File: src/rtl/core/linear_recurrence_matrix_power_mod_core_macros.svh
// Assertion helpers shared by the core modules.
// Each macro expects clk and arst_n to be visible where it is used.
`ifndef LINEAR_RECURRENCE_MATRIX_POWER_MOD_CORE_MACROS_SVH
`define LINEAR_RECURRENCE_MATRIX_POWER_MOD_CORE_MACROS_SVH

// Same-cycle implication.
`define LRMP_ASSERT_NOW(lbl, ante, cons, msg) \
	lbl: assert property (@(posedge clk) disable iff (!arst_n) (ante) |-> (cons)) \
		else $error(msg);

// Next-cycle implication.
`define LRMP_ASSERT_NEXT(lbl, ante, cons, msg) \
	lbl: assert property (@(posedge clk) disable iff (!arst_n) (ante) |=> (cons)) \
		else $error(msg);

`endif

File: src/rtl/core/lrmp_pkg.sv
`timescale 1ns / 1ps

package lrmp_pkg;

	localparam int TERM_W = 32;
	localparam int COEF_W = 16;
	localparam int MOD_W = 16;
	localparam int MU_W = 32;
	localparam int INDEX_BITS_DEF = 32;

	// 4x4 matrix: 16 entries, row-major address {row, col}
	localparam int ADDR_W = 4;
	localparam int MAC_CNT_W = 6;

	localparam logic [MOD_W-1:0] MODULUS_RESET = 16'd10007;
	// Barrett reciprocal floor(2^32 / modulus) for the reset modulus
	localparam logic [MU_W-1:0] MU_RESET = MU_W'((64'd1 << 32) / 64'(MODULUS_RESET));

	localparam logic [MAC_CNT_W-1:0] LAST_MAC = '1;
	localparam logic [ADDR_W-1:0] LAST_ENTRY = '1;
	// entry (row 0, col 3) holds the answer
	localparam logic [ADDR_W-1:0] RESULT_ADDR = 4'h3;

	typedef enum logic [3:0] {
		ST_IDLE,
		ST_CHECK,
		ST_INIT,
		ST_SQ,
		ST_SQ_DRAIN,
		ST_MUL,
		ST_MUL_DRAIN,
		ST_NEXT,
		ST_READ,
		ST_FINISH
	} lrmp_state_t;

	typedef struct packed {
		logic issue;
		logic sq;
		logic first;
		logic last;
		logic [ADDR_W-1:0] raddr_a;
		logic [ADDR_W-1:0] raddr_b;
		logic [ADDR_W-1:0] waddr;
		logic init_we;
		logic load_item;
		logic swap;
		logic ex_shift;
		logic load_out;
	} lrmp_cmd_t;

	typedef struct packed {
		logic pipe_busy;
		logic ex_msb;
		logic trivial;
		logic out_free;
	} lrmp_stat_t;

endpackage

File: src/rtl/core/lrmp_if.sv
`timescale 1ns / 1ps

interface lrmp_in_if;
	import lrmp_pkg::*;
	logic valid;
	logic ready;
	logic [TERM_W-1:0] term_index;
	logic [COEF_W-1:0] coeff_a;
	logic [COEF_W-1:0] coeff_b;
	logic [COEF_W-1:0] coeff_c;
	modport source (output valid, term_index, coeff_a, coeff_b, coeff_c, input ready);
	modport sink (input valid, term_index, coeff_a, coeff_b, coeff_c, output ready);
endinterface

interface lrmp_out_if;
	import lrmp_pkg::*;
	logic valid;
	logic ready;
	logic [MOD_W-1:0] term_value;
	modport source (output valid, term_value, input ready);
	modport sink (input valid, term_value, output ready);
endinterface

File: src/rtl/core/lrmp_mudiv.sv
`timescale 1ns / 1ps

module lrmp_mudiv (
	input  logic clk,
	input  logic arst_n,
	input  logic start,
	input  logic [lrmp_pkg::MOD_W-1:0] divisor,
	output logic busy,
	output logic [lrmp_pkg::MU_W-1:0] mu
);
	import lrmp_pkg::*;

	localparam int STEP_W = $clog2(MU_W + 1);

	logic [MOD_W-1:0] div_q;
	logic [MOD_W-1:0] rem_q;
	logic [MU_W-1:0] quo_q;
	logic [STEP_W-1:0] step_q;
	logic busy_q;
	logic [MOD_W:0] rem_sh;
	logic take;

	// one restoring step: shift in a zero bit of 2^32, subtract if it fits
	assign rem_sh = {rem_q, 1'b0};
	assign take = rem_sh >= {1'b0, div_q};

	always_ff @(posedge clk or negedge arst_n) begin
		if (!arst_n) begin
			busy_q <= 1'b0;
			quo_q <= MU_RESET;
			step_q <= '0;
		end else if (start) begin
			busy_q <= 1'b1;
			quo_q <= '0;
			step_q <= STEP_W'(MU_W);
		end else if (busy_q) begin
			quo_q <= {quo_q[MU_W-2:0], take};
			step_q <= step_q - 1'b1;
			if (step_q == STEP_W'(1))
				busy_q <= 1'b0;
		end
	end

	// working registers; leading dividend bit is already folded into rem
	always_ff @(posedge clk) begin
		if (start) begin
			div_q <= divisor;
			rem_q <= MOD_W'(1);
		end else if (busy_q) begin
			rem_q <= take ? MOD_W'(rem_sh - {1'b0, div_q}) : rem_sh[MOD_W-1:0];
		end
	end

	assign busy = busy_q;
	assign mu = quo_q;

endmodule

File: src/rtl/core/lrmp_ctrl.sv
`timescale 1ns / 1ps
`include "linear_recurrence_matrix_power_mod_core_macros.svh"

module lrmp_ctrl #(
	parameter int INDEX_BITS = lrmp_pkg::INDEX_BITS_DEF
) (
	input  logic clk,
	input  logic arst_n,
	input  logic in_valid,
	output logic in_ready,
	input  logic cfg_we,
	input  logic div_busy,
	input  lrmp_pkg::lrmp_stat_t stat,
	output lrmp_pkg::lrmp_cmd_t cmd
);
	import lrmp_pkg::*;

	localparam int BIT_W = $clog2(INDEX_BITS + 1);

	lrmp_state_t state_q, state_d;
	logic [MAC_CNT_W-1:0] cnt_q, cnt_d;
	logic [BIT_W-1:0] bits_q, bits_d;

	// hold state and counters
	always_ff @(posedge clk or negedge arst_n) begin
		if (!arst_n) begin
			state_q <= ST_IDLE;
			cnt_q <= '0;
			bits_q <= '0;
		end else begin
			state_q <= state_d;
			cnt_q <= cnt_d;
			bits_q <= bits_d;
		end
	end

	// unless trivial: identity load, then per exponent bit square, maybe multiply
	always_comb begin
		state_d = state_q;
		cnt_d = cnt_q;
		bits_d = bits_q;
		in_ready = 1'b0;
		cmd = '0;
		cmd.raddr_a = {cnt_q[5:4], cnt_q[1:0]};
		cmd.raddr_b = {cnt_q[1:0], cnt_q[3:2]};
		cmd.waddr = cnt_q[5:2];
		cmd.first = cnt_q[1:0] == 2'd0;
		cmd.last = cnt_q[1:0] == 2'd3;
		case (state_q)
			ST_IDLE: begin
				in_ready = !div_busy && !cfg_we;
				if (in_valid && in_ready) begin
					cmd.load_item = 1'b1;
					state_d = ST_CHECK;
				end
			end
			ST_CHECK: begin
				cnt_d = '0;
				bits_d = BIT_W'(INDEX_BITS);
				state_d = stat.trivial ? ST_FINISH : ST_INIT;
			end
			ST_INIT: begin
				cmd.init_we = 1'b1;
				cmd.waddr = cnt_q[ADDR_W-1:0];
				cnt_d = cnt_q + 1'b1;
				if (cnt_q[ADDR_W-1:0] == LAST_ENTRY) begin
					cnt_d = '0;
					state_d = ST_SQ;
				end
			end
			ST_SQ: begin
				cmd.issue = 1'b1;
				cmd.sq = 1'b1;
				cnt_d = cnt_q + 1'b1;
				if (cnt_q == LAST_MAC)
					state_d = ST_SQ_DRAIN;
			end
			ST_SQ_DRAIN: begin
				if (!stat.pipe_busy) begin
					cmd.swap = 1'b1;
					state_d = stat.ex_msb ? ST_MUL : ST_NEXT;
				end
			end
			ST_MUL: begin
				cmd.issue = 1'b1;
				cnt_d = cnt_q + 1'b1;
				if (cnt_q == LAST_MAC)
					state_d = ST_MUL_DRAIN;
			end
			ST_MUL_DRAIN: begin
				if (!stat.pipe_busy) begin
					cmd.swap = 1'b1;
					state_d = ST_NEXT;
				end
			end
			ST_NEXT: begin
				cmd.ex_shift = 1'b1;
				bits_d = bits_q - 1'b1;
				state_d = (bits_q == BIT_W'(1)) ? ST_READ : ST_SQ;
			end
			ST_READ: begin
				cmd.raddr_a = RESULT_ADDR;
				state_d = ST_FINISH;
			end
			ST_FINISH: begin
				cmd.raddr_a = RESULT_ADDR;
				if (stat.out_free) begin
					cmd.load_out = 1'b1;
					state_d = ST_IDLE;
				end
			end
			default: state_d = ST_IDLE;
		endcase
	end

	`LRMP_ASSERT_NOW(a_issue_not_div, cmd.issue, !div_busy, "issue while reciprocal busy")
	`LRMP_ASSERT_NOW(a_swap_drained, cmd.swap, !stat.pipe_busy, "bank swap with MACs in flight")
	`LRMP_ASSERT_NEXT(a_accept_check, in_valid && in_ready, state_q == ST_CHECK,
		"accepted request not checked")

endmodule

File: src/rtl/core/lrmp_dp.sv
`timescale 1ns / 1ps
`include "linear_recurrence_matrix_power_mod_core_macros.svh"

module lrmp_dp #(
	parameter int INDEX_BITS = lrmp_pkg::INDEX_BITS_DEF
) (
	input  logic clk,
	input  logic arst_n,
	input  lrmp_pkg::lrmp_cmd_t cmd,
	output lrmp_pkg::lrmp_stat_t stat,
	input  logic [lrmp_pkg::TERM_W-1:0] term_index,
	input  logic [lrmp_pkg::COEF_W-1:0] coeff_a,
	input  logic [lrmp_pkg::COEF_W-1:0] coeff_b,
	input  logic [lrmp_pkg::COEF_W-1:0] coeff_c,
	input  logic cfg_we,
	input  logic [lrmp_pkg::MOD_W-1:0] cfg_wdata,
	input  logic [lrmp_pkg::MU_W-1:0] mu,
	input  logic out_ready,
	output logic out_valid,
	output logic [lrmp_pkg::MOD_W-1:0] term_value
);
	import lrmp_pkg::*;

	typedef struct packed {
		logic valid;
		logic first;
		logic last;
		logic [ADDR_W-1:0] waddr;
	} mac_tag_t;

	logic [MOD_W-1:0] mod_q;
	logic [COEF_W-1:0] coef_a_q, coef_b_q, coef_c_q;
	logic [INDEX_BITS-1:0] ex_q;
	logic [INDEX_BITS-1:0] ex_init;
	logic [TERM_W-1:0] nm2;
	logic trivial_q;
	logic sel_q;

	logic [MOD_W-1:0] mem0_q [2**ADDR_W];
	logic [MOD_W-1:0] mem1_q [2**ADDR_W];
	logic [MOD_W-1:0] rda0_s1, rdb0_s1, rda1_s1, rdb1_s1;
	logic src_s1, sq_s1;
	logic [ADDR_W-1:0] kj_s1;
	mac_tag_t tag_s1, tag_s2, tag_s3, tag_s4, tag_s5;

	logic [MOD_W-1:0] x_s1, y_s1;
	logic [2*MOD_W-1:0] prod_s2, prod_s3, prod_s4, qm_s4;
	logic [2*MU_W-1:0] bar;
	logic [MU_W-1:0] q_s3;
	logic [MOD_W+1:0] rdiff, mod2;
	logic [MOD_W-1:0] res_s5, acc_q, acc_d;
	logic [MOD_W:0] sum;
	logic mac_we;
	logic [ADDR_W-1:0] w_addr;
	logic [MOD_W-1:0] w_data;
	logic out_valid_q;
	logic [MOD_W-1:0] out_q;

	// transition matrix entry at {row k, col j}
	function automatic logic [MOD_W-1:0] tmat(input logic [ADDR_W-1:0] kj,
			input logic [COEF_W-1:0] a, input logic [COEF_W-1:0] b,
			input logic [COEF_W-1:0] c);
		logic [MOD_W-1:0] v;
		case (kj)
			4'h0: v = a;
			4'h2: v = b;
			4'h3: v = c;
			4'h4, 4'h9, 4'hF: v = MOD_W'(1);
			default: v = '0;
		endcase
		return v;
	endfunction

	// exponent n-2 folded to the scan width
	assign nm2 = term_index - TERM_W'(2);
	if (INDEX_BITS <= TERM_W) begin : g_ex_narrow
		assign ex_init = nm2[INDEX_BITS-1:0];
	end else begin : g_ex_wide
		assign ex_init = {{(INDEX_BITS - TERM_W){1'b0}}, nm2};
	end

	// modulus register
	always_ff @(posedge clk or negedge arst_n) begin
		if (!arst_n)
			mod_q <= MODULUS_RESET;
		else if (cfg_we)
			mod_q <= cfg_wdata;
	end

	// capture request, scan exponent from its top bit
	always_ff @(posedge clk) begin
		if (cmd.load_item) begin
			coef_a_q <= coeff_a;
			coef_b_q <= coeff_b;
			coef_c_q <= coeff_c;
			ex_q <= ex_init;
			trivial_q <= (term_index <= TERM_W'(2)) || (mod_q < MOD_W'(2));
		end else if (cmd.ex_shift) begin
			ex_q <= {ex_q[INDEX_BITS-2:0], 1'b0};
		end
	end

	// ping-pong bank select: read sel_q, write the other
	always_ff @(posedge clk or negedge arst_n) begin
		if (!arst_n)
			sel_q <= 1'b0;
		else if (cmd.swap)
			sel_q <= !sel_q;
	end

	// bank writes: identity load goes to the source bank, MAC results to the other
	assign mac_we = tag_s5.valid && tag_s5.last;
	assign w_addr = cmd.init_we ? cmd.waddr : tag_s5.waddr;
	assign w_data = cmd.init_we ?
		MOD_W'(cmd.waddr[3:2] == cmd.waddr[1:0]) : acc_d;

	always_ff @(posedge clk) begin
		if ((cmd.init_we && !sel_q) || (mac_we && sel_q))
			mem0_q[w_addr] <= w_data;
		if ((cmd.init_we && sel_q) || (mac_we && !sel_q))
			mem1_q[w_addr] <= w_data;
		rda0_s1 <= mem0_q[cmd.raddr_a];
		rdb0_s1 <= mem0_q[cmd.raddr_b];
		rda1_s1 <= mem1_q[cmd.raddr_a];
		rdb1_s1 <= mem1_q[cmd.raddr_b];
		src_s1 <= sel_q;
		sq_s1 <= cmd.sq;
		kj_s1 <= cmd.raddr_b;
	end

	// stage tags
	always_ff @(posedge clk or negedge arst_n) begin
		if (!arst_n) begin
			tag_s1 <= '0;
			tag_s2 <= '0;
			tag_s3 <= '0;
			tag_s4 <= '0;
			tag_s5 <= '0;
		end else begin
			tag_s1 <= '{valid: cmd.issue, first: cmd.first, last: cmd.last,
				waddr: cmd.waddr};
			tag_s2 <= tag_s1;
			tag_s3 <= tag_s2;
			tag_s4 <= tag_s3;
			tag_s5 <= tag_s4;
		end
	end

	// operand select: P*P when squaring, P*T otherwise
	assign x_s1 = src_s1 ? rda1_s1 : rda0_s1;
	assign y_s1 = sq_s1 ? (src_s1 ? rdb1_s1 : rdb0_s1) :
		tmat(kj_s1, coef_a_q, coef_b_q, coef_c_q);

	// Barrett estimate: q = (x * mu) >> 32, short by at most one
	assign bar = 64'(prod_s2) * 64'(mu);
	assign rdiff = (MOD_W + 2)'(prod_s4 - qm_s4);
	assign mod2 = {1'b0, mod_q, 1'b0};

	always_ff @(posedge clk) begin
		prod_s2 <= 32'(x_s1) * 32'(y_s1);
		prod_s3 <= prod_s2;
		q_s3 <= bar[2*MU_W-1:MU_W];
		prod_s4 <= prod_s3;
		qm_s4 <= 32'(q_s3) * 32'(mod_q);
		if (rdiff >= mod2)
			res_s5 <= MOD_W'(rdiff - mod2);
		else if (rdiff >= {2'b00, mod_q})
			res_s5 <= MOD_W'(rdiff - {2'b00, mod_q});
		else
			res_s5 <= rdiff[MOD_W-1:0];
	end

	// accumulate the four residues of one entry
	assign sum = tag_s5.first ? {1'b0, res_s5} : ({1'b0, acc_q} + {1'b0, res_s5});
	assign acc_d = (sum >= {1'b0, mod_q}) ? MOD_W'(sum - {1'b0, mod_q}) : sum[MOD_W-1:0];

	always_ff @(posedge clk) begin
		if (tag_s5.valid)
			acc_q <= acc_d;
	end

	// output register
	always_ff @(posedge clk or negedge arst_n) begin
		if (!arst_n)
			out_valid_q <= 1'b0;
		else if (cmd.load_out)
			out_valid_q <= 1'b1;
		else if (out_ready)
			out_valid_q <= 1'b0;
	end

	always_ff @(posedge clk) begin
		if (cmd.load_out)
			out_q <= trivial_q ? '0 : x_s1;
	end

	assign out_valid = out_valid_q;
	assign term_value = out_q;

	assign stat.pipe_busy = tag_s1.valid || tag_s2.valid || tag_s3.valid ||
		tag_s4.valid || tag_s5.valid;
	assign stat.ex_msb = ex_q[INDEX_BITS-1];
	assign stat.trivial = trivial_q;
	assign stat.out_free = !out_valid_q || out_ready;

	`LRMP_ASSERT_NOW(a_res_reduced, tag_s5.valid, res_s5 < mod_q, "product residue not reduced")
	`LRMP_ASSERT_NOW(a_init_idle, cmd.init_we, !stat.pipe_busy, "identity load with MACs in flight")
	`LRMP_ASSERT_NOW(a_load_free, cmd.load_out, !out_valid_q || out_ready,
		"result overwrites pending response")

endmodule

File: src/rtl/core/linear_recurrence_matrix_power_mod_core.sv
`timescale 1ns / 1ps

// Returns f(n) mod m for f(k) = a*f(k-1) + b*f(k-3) + c, f(0..2) = 0, by raising
// the 4x4 transition matrix to the power n-2 (square-and-multiply over INDEX_BITS
// exponent bits, MSB first). One request is worked at a time; every matrix
// product runs 64 multiply-accumulates through one pipelined Barrett modular
// multiplier, one per cycle, then waits for the pipeline to drain. n <= 2 or
// m < 2 answers 0. A finished result waits in an output register, so the next
// request is accepted while it is unread. Writing the modulus starts a
// reciprocal computation during which no request is accepted.
module linear_recurrence_matrix_power_mod_core #(
	parameter int INDEX_BITS = lrmp_pkg::INDEX_BITS_DEF
) (
	input  logic clk,
	input  logic arst_n,
	lrmp_in_if.sink in_ch,
	lrmp_out_if.source out_ch,
	input  logic cfg_we,
	input  logic [lrmp_pkg::MOD_W-1:0] cfg_wdata
);
	import lrmp_pkg::*;

	lrmp_cmd_t cmd;
	lrmp_stat_t stat;
	logic div_busy;
	logic [MU_W-1:0] mu;

	lrmp_mudiv u_mudiv (
		.clk(clk),
		.arst_n(arst_n),
		.start(cfg_we),
		.divisor(cfg_wdata),
		.busy(div_busy),
		.mu(mu)
	);

	lrmp_ctrl #(.INDEX_BITS(INDEX_BITS)) u_ctrl (
		.clk(clk),
		.arst_n(arst_n),
		.in_valid(in_ch.valid),
		.in_ready(in_ch.ready),
		.cfg_we(cfg_we),
		.div_busy(div_busy),
		.stat(stat),
		.cmd(cmd)
	);

	lrmp_dp #(.INDEX_BITS(INDEX_BITS)) u_dp (
		.clk(clk),
		.arst_n(arst_n),
		.cmd(cmd),
		.stat(stat),
		.term_index(in_ch.term_index),
		.coeff_a(in_ch.coeff_a),
		.coeff_b(in_ch.coeff_b),
		.coeff_c(in_ch.coeff_c),
		.cfg_we(cfg_we),
		.cfg_wdata(cfg_wdata),
		.mu(mu),
		.out_ready(out_ch.ready),
		.out_valid(out_ch.valid),
		.term_value(out_ch.term_value)
	);

endmodule

File: src/flat_wrapper.sv
// flat-port wrapper written by rule: the top's interface ports become plain ports
module linear_recurrence_matrix_power_mod_core_flat import lrmp_pkg::*;
#(
	parameter int INDEX_BITS = lrmp_pkg::INDEX_BITS_DEF
)
  (clk, arst_n, cfg_we, cfg_wdata, in_ch_valid, in_ch_term_index, in_ch_coeff_a, in_ch_coeff_b, in_ch_coeff_c, in_ch_ready, out_ch_valid, out_ch_term_value, out_ch_ready);
  lrmp_in_if in_ch_i ();
  lrmp_out_if out_ch_i ();
  input  logic clk;
  input  logic arst_n;
  input  logic cfg_we;
  input  logic [lrmp_pkg::MOD_W-1:0] cfg_wdata;
  input wire logic [$bits(in_ch_i.valid)-1:0] in_ch_valid;
  input wire logic [$bits(in_ch_i.term_index)-1:0] in_ch_term_index;
  input wire logic [$bits(in_ch_i.coeff_a)-1:0] in_ch_coeff_a;
  input wire logic [$bits(in_ch_i.coeff_b)-1:0] in_ch_coeff_b;
  input wire logic [$bits(in_ch_i.coeff_c)-1:0] in_ch_coeff_c;
  output wire logic [$bits(in_ch_i.ready)-1:0] in_ch_ready;
  output wire logic [$bits(out_ch_i.valid)-1:0] out_ch_valid;
  output wire logic [$bits(out_ch_i.term_value)-1:0] out_ch_term_value;
  input wire logic [$bits(out_ch_i.ready)-1:0] out_ch_ready;
  assign in_ch_i.valid = in_ch_valid;
  assign in_ch_i.term_index = in_ch_term_index;
  assign in_ch_i.coeff_a = in_ch_coeff_a;
  assign in_ch_i.coeff_b = in_ch_coeff_b;
  assign in_ch_i.coeff_c = in_ch_coeff_c;
  assign in_ch_ready = in_ch_i.ready;
  assign out_ch_valid = out_ch_i.valid;
  assign out_ch_term_value = out_ch_i.term_value;
  assign out_ch_i.ready = out_ch_ready;
  linear_recurrence_matrix_power_mod_core #(.INDEX_BITS(INDEX_BITS)) u_core (.clk(clk), .arst_n(arst_n), .in_ch(in_ch_i), .out_ch(out_ch_i), .cfg_we(cfg_we), .cfg_wdata(cfg_wdata));
endmodule
File: config.mk
export PLATFORM = sky130hd
export DESIGN_NAME = linear_recurrence_matrix_power_mod_core_flat
export DESIGN_NICKNAME = d
export VERILOG_FILES = /design/src/rtl/core/lrmp_pkg.sv /design/src/rtl/core/lrmp_if.sv /design/src/rtl/core/lrmp_mudiv.sv /design/src/rtl/core/lrmp_ctrl.sv /design/src/rtl/core/lrmp_dp.sv /design/src/rtl/core/linear_recurrence_matrix_power_mod_core.sv /design/src/flat_wrapper.sv
export VERILOG_INCLUDE_DIRS = /design/src /design/src/rtl/core
export SDC_FILE = /design/constraint.sdc
export NUM_CORES = 2
export LEC_CHECK = 0
export ABC_AREA = 1
export BUFFER_PORTS_ARGS = -buffer_cell sky130_fd_sc_hd__buf_2
export CAP_MARGIN = 20
export CORE_MARGIN = 3
export CORE_UTILIZATION = 40
export CTS_CLUSTER_DIAMETER = 50
export DETAILED_ROUTE_END_ITERATION = 8
export GPL_TIMING_DRIVEN = 0
export HOLD_SLACK_MARGIN = 0.15
export PLACE_DENSITY_LB_ADDON = 0.12
export SLEW_MARGIN = 5
export SYNTH_ARGS = -nofsm -noshare
export SYNTH_HDL_FRONTEND = slang
export SYNTH_HIERARCHICAL = 1
export SYNTH_SLANG_ARGS = --single-unit
File: constraint.sdc
create_clock -name clk -period 8.2 [get_ports clk]
set_clock_uncertainty 0.15 [all_clocks]
set_input_delay 0.82 -clock clk [delete_from_list [all_inputs] [get_ports clk]]
set_output_delay 0.82 -clock clk [all_outputs]
set_load 0.005 [all_outputs]
==> flow_metrics.tcl <==
set metrics [dict create \
    crit_path_end_kind "register" \
    ios 119 \
    timing.final.crit_share_pct 101 \
    fillers 21721 \
    grt_pass1_vias 77159 \
    layout_commonest_cell "nand2_1" \
    final-hold-violation-count 0 \
    grt-ovfl-total 0 \
    met2_usage_pct 52.3 \
    post_drt_wl_per_cell_um 28.6 \
    cp-start-kind "register" \
    worst_slew_pin_slew_ns 1.36 \
    min_period_ns 8.27 \
    hpwl_um 317000 \
    track_usage_pct 34.8 \
    top_usage_layer "met2" \
    clock_sinks 955 \
    mostFrequentLayoutCells "2420 x nand2_1, 2316 x inv_1, 1115 x fa_1" \
    globalplace.congestion 1.01 \
    path_max_fanout 10 \
    holdPathStages 0 \
    synth_area_per_cell_um2 8.45 \
    fmax_ghz 0.121 \
    cts_tree "built" \
    clock_path_buffers 3 \
    io_buffer_count 118 \
    worst-path-stages 20 \
    grt_max_degree 62 \
    area_delta_synth_final_pct 13.6 \
    crit_family "adder cells" \
    timing.critical_path.buf_inv 2 \
    antenna_found_initial 23 \
    firstDrtPassIters 6 \
    initial_core_util_pct 40.4 \
    gr-usage-met1_pct 46.2 \
    die_w_um 478 \
    slowest_stage "dfxtp_1" \
    grt_pass1_wl_um 565000 \
    yosys_most_used_dff "edfxtp_1" \
    status "finished, violations left" \
    cp_common_cell "fa_1" \
    via_per_inst 5.52 \
    hold_class "register to register" \
    post_cts_buffers 0 \
    setup_viol 2 \
    synth-seq-area-share_pct 29.3 \
    r2r_slack_ns -0.07 \
    clk_pin_slew_ns 0.05 \
    slowest_delay_ns 0.96 \
    finalWorstSetupSlack_ns -0.0655 \
    numCtsBuffers 145 \
    synth_cell_types 65 \
    synth_edf_count 641 \
    violations "negative setup slack" \
    cts_root_buf "clkbuf_16" \
    yosysWarnings 6 \
    async_flop_share_pct 11.3 \
    vias 77814 \
    crit_type "register to register" \
    route.antenna.remaining_nets 0 \
    crit_required_ns 8.73 \
    die-area_um2 228000 \
    drt_iter0_markers 8458 \
    fin_nets 12641 \
    die_h_um 478 \
    htreeDepth 4 \
    ys_ff_latch 955 \
    synthCells 10550 \
    row_count 172 \
    final-max-slew-violation-count 0 \
    rsz0062_at_grt "true" \
    fin_util_pct 45.9 \
    ff2ff_path_depth 20 \
    crit_chain "clkbuf_1, nand2_1, fa_1, inv_1, fa_1, fa_1, fa_1, fa_1, fa_1, fa_1, fa_1, ha_1, a21oi_1, o21ai_0, nand2_1, nand2_1, a221oi_1, nand3_1, nand2_1, nand2_1" \
    regArea_um2 26100 \
    clock_latency_ns 0.80 \
    routed_wl_um 402000 \
    syn_nets 12207 \
    crit_arrival_ns 8.79 \
    synth_area_um2 89100 \
    drc 0 \
    grtUsageMet3_pct 7.02 \
    core_um2 221000 \
    drv_cap 0 \
    relSlewSlack_pct 9.36 \
    final_layout_size_suffix_gt1_share_pct 7.22 \
    multiInputGateArea_um2 52500 \
]
==> state kept, by name, summed over array words and instances, names as in the netlist, 18 cells and up <==
signal / count
u_core/u_dp/ex_q: 32
u_core/u_dp/mem0_q: 256
u_core/u_dp/mem1_q: 256
u_core/u_dp/prod_s2: 32
u_core/u_dp/prod_s3: 18
u_core/u_dp/prod_s4: 18
u_core/u_dp/q_s3: 18
u_core/u_dp/qm_s4: 18
u_core/u_mudiv/mu: 32
==> through the flow <==
step                      setup TNS, ns  hold WS (ns)  cell area [um^2]  setup WS (ns)  cells
after floorplan                       0         0.160             89100           1.54  10550
after global placement            -8.74         0.164             93400         -0.773  13626
after detailed placement          -4.06         0.163             95300         -0.395  13729
after CTS                             0         0.151            101000        0.00253  14051
after global routing            -0.0233         0.156            101000        -0.0146  14067
final                           -0.0737         0.155            101000        -0.0655  14089
==> final timing paths <==
check / startpoint / to
min in group asynchronous: arst_n / u_core/u_dp/mod_q[11]
setup / recovery: u_core/u_dp/prod_s2[3] / u_core/u_dp/q_s3[12]
max in group asynchronous: arst_n / u_core/u_dp/tag_s1[5]
setup reg to reg: u_core/u_dp/prod_s2[3] / u_core/u_dp/q_s3[12]
hold reg to reg: u_core/u_dp/prod_s3[14] / u_core/u_dp/prod_s4[14]
hold / removal: u_core/u_dp/prod_s3[14] / u_core/u_dp/prod_s4[14]
==> cells by family (layout without fill, tap and decap cells) <==
| group | Yosys count | in the layout | synth area share [%] |
|---|---|---|---|
| muxes | 2 | 2 | 0.0239 |
| other | 0 | 24 | 0 |
| and+or+nand+nor | 3528 | 3528 | 16.3 |
| adders and majority gates | 1556 | 1556 | 31.2 |
| AOI/OAI and AO/OA | 1502 | 1502 | 9.40 |
| xor gates and xnor gates | 168 | 168 | 1.65 |
| DFF | 955 | 955 | 29.3 |
| buffers and inverters | 2839 | 3396 | 12.1 |
==> worst register-to-register path: stages (launching register included) <==
cell and delay, ns:
dfxtp_1 0.96, clkbuf_1 0.78, nand2_1 0.17, fa_1 0.43, inv_1 0.08, fa_1 0.44
fa_1 0.51, fa_1 0.59, fa_1 0.47, fa_1 0.57, fa_1 0.45, fa_1 0.74
ha_1 0.35, a21oi_1 0.25, o21ai_0 0.23, nand2_1 0.11, nand2_1 0.10, a221oi_1 0.50
nand3_1 0.13, nand2_1 0.09, nand2_1 0.05
==> cells in the mapped netlist, types with 13 or more instances <==
cell type  instances  share of area, %
inv_1           2316               9.8
o221ai_1          56              0.55
xnor2_1           71              0.70
nor3_1            37              0.21
nand2_1         2425                10
edfxtp_1         641                22
a21o_1            20              0.17
fa_1            1115                25
nor2_2            13             0.091
xor2_1            97              0.95
o211ai_1         125               1.1
o21ai_0          578               3.2
inv_2             13             0.055
nand2_2           15              0.11
o21ai_1           16             0.090
nand3_1          423               2.4
ha_1             441               6.2
or2_2             32              0.22
o21bai_1          22              0.19
dfrtp_1           92               2.6
dfxtp_1          206               4.6
nor4_1            15              0.11
nand3b_1          28              0.24
buf_1             41              0.17
buf_2             27              0.15
nand4_1           65              0.46
a21oi_1          580               3.3
a31oi_1           24              0.17
clkbuf_1         416               1.8
nor2_1           434               1.8
dfstp_2           16              0.47
o22ai_1           46              0.32
==> what timing repair did <==
item / in CTS / in global routing
resized for setup: 50 / 102
endpoints found under the setup margin: 18 / 20
hold buffers: 57 / 0
endpoints found under the hold margin: 92 / 0
==> layout make-up <==
| class | instances | area share, % |
|---|---|---|
| multi-input combinational | 6756 | 51.8 |
| sequential | 955 | 25.8 |
| inverter | 2341 | 8.68 |
| clock buffer | 171 | 3.75 |
| tap | 2958 | 3.65 |
| timing repair buffer | 294 | 2.99 |
| buffer | 491 | 2.04 |
| clock inverter | 99 | 1.18 |
| antenna | 24 | 0.0593 |
==> layer usage <==
metal	up-vias	wire, um
met3	1009	36900
met1	38917	162000
met4	8	30000
met2	4234	173000
li1	33646	-
met5	-	54
Power is not shown: default switching activity piles up to over one toggle a cycle in this logic, so the estimate is an artifact.
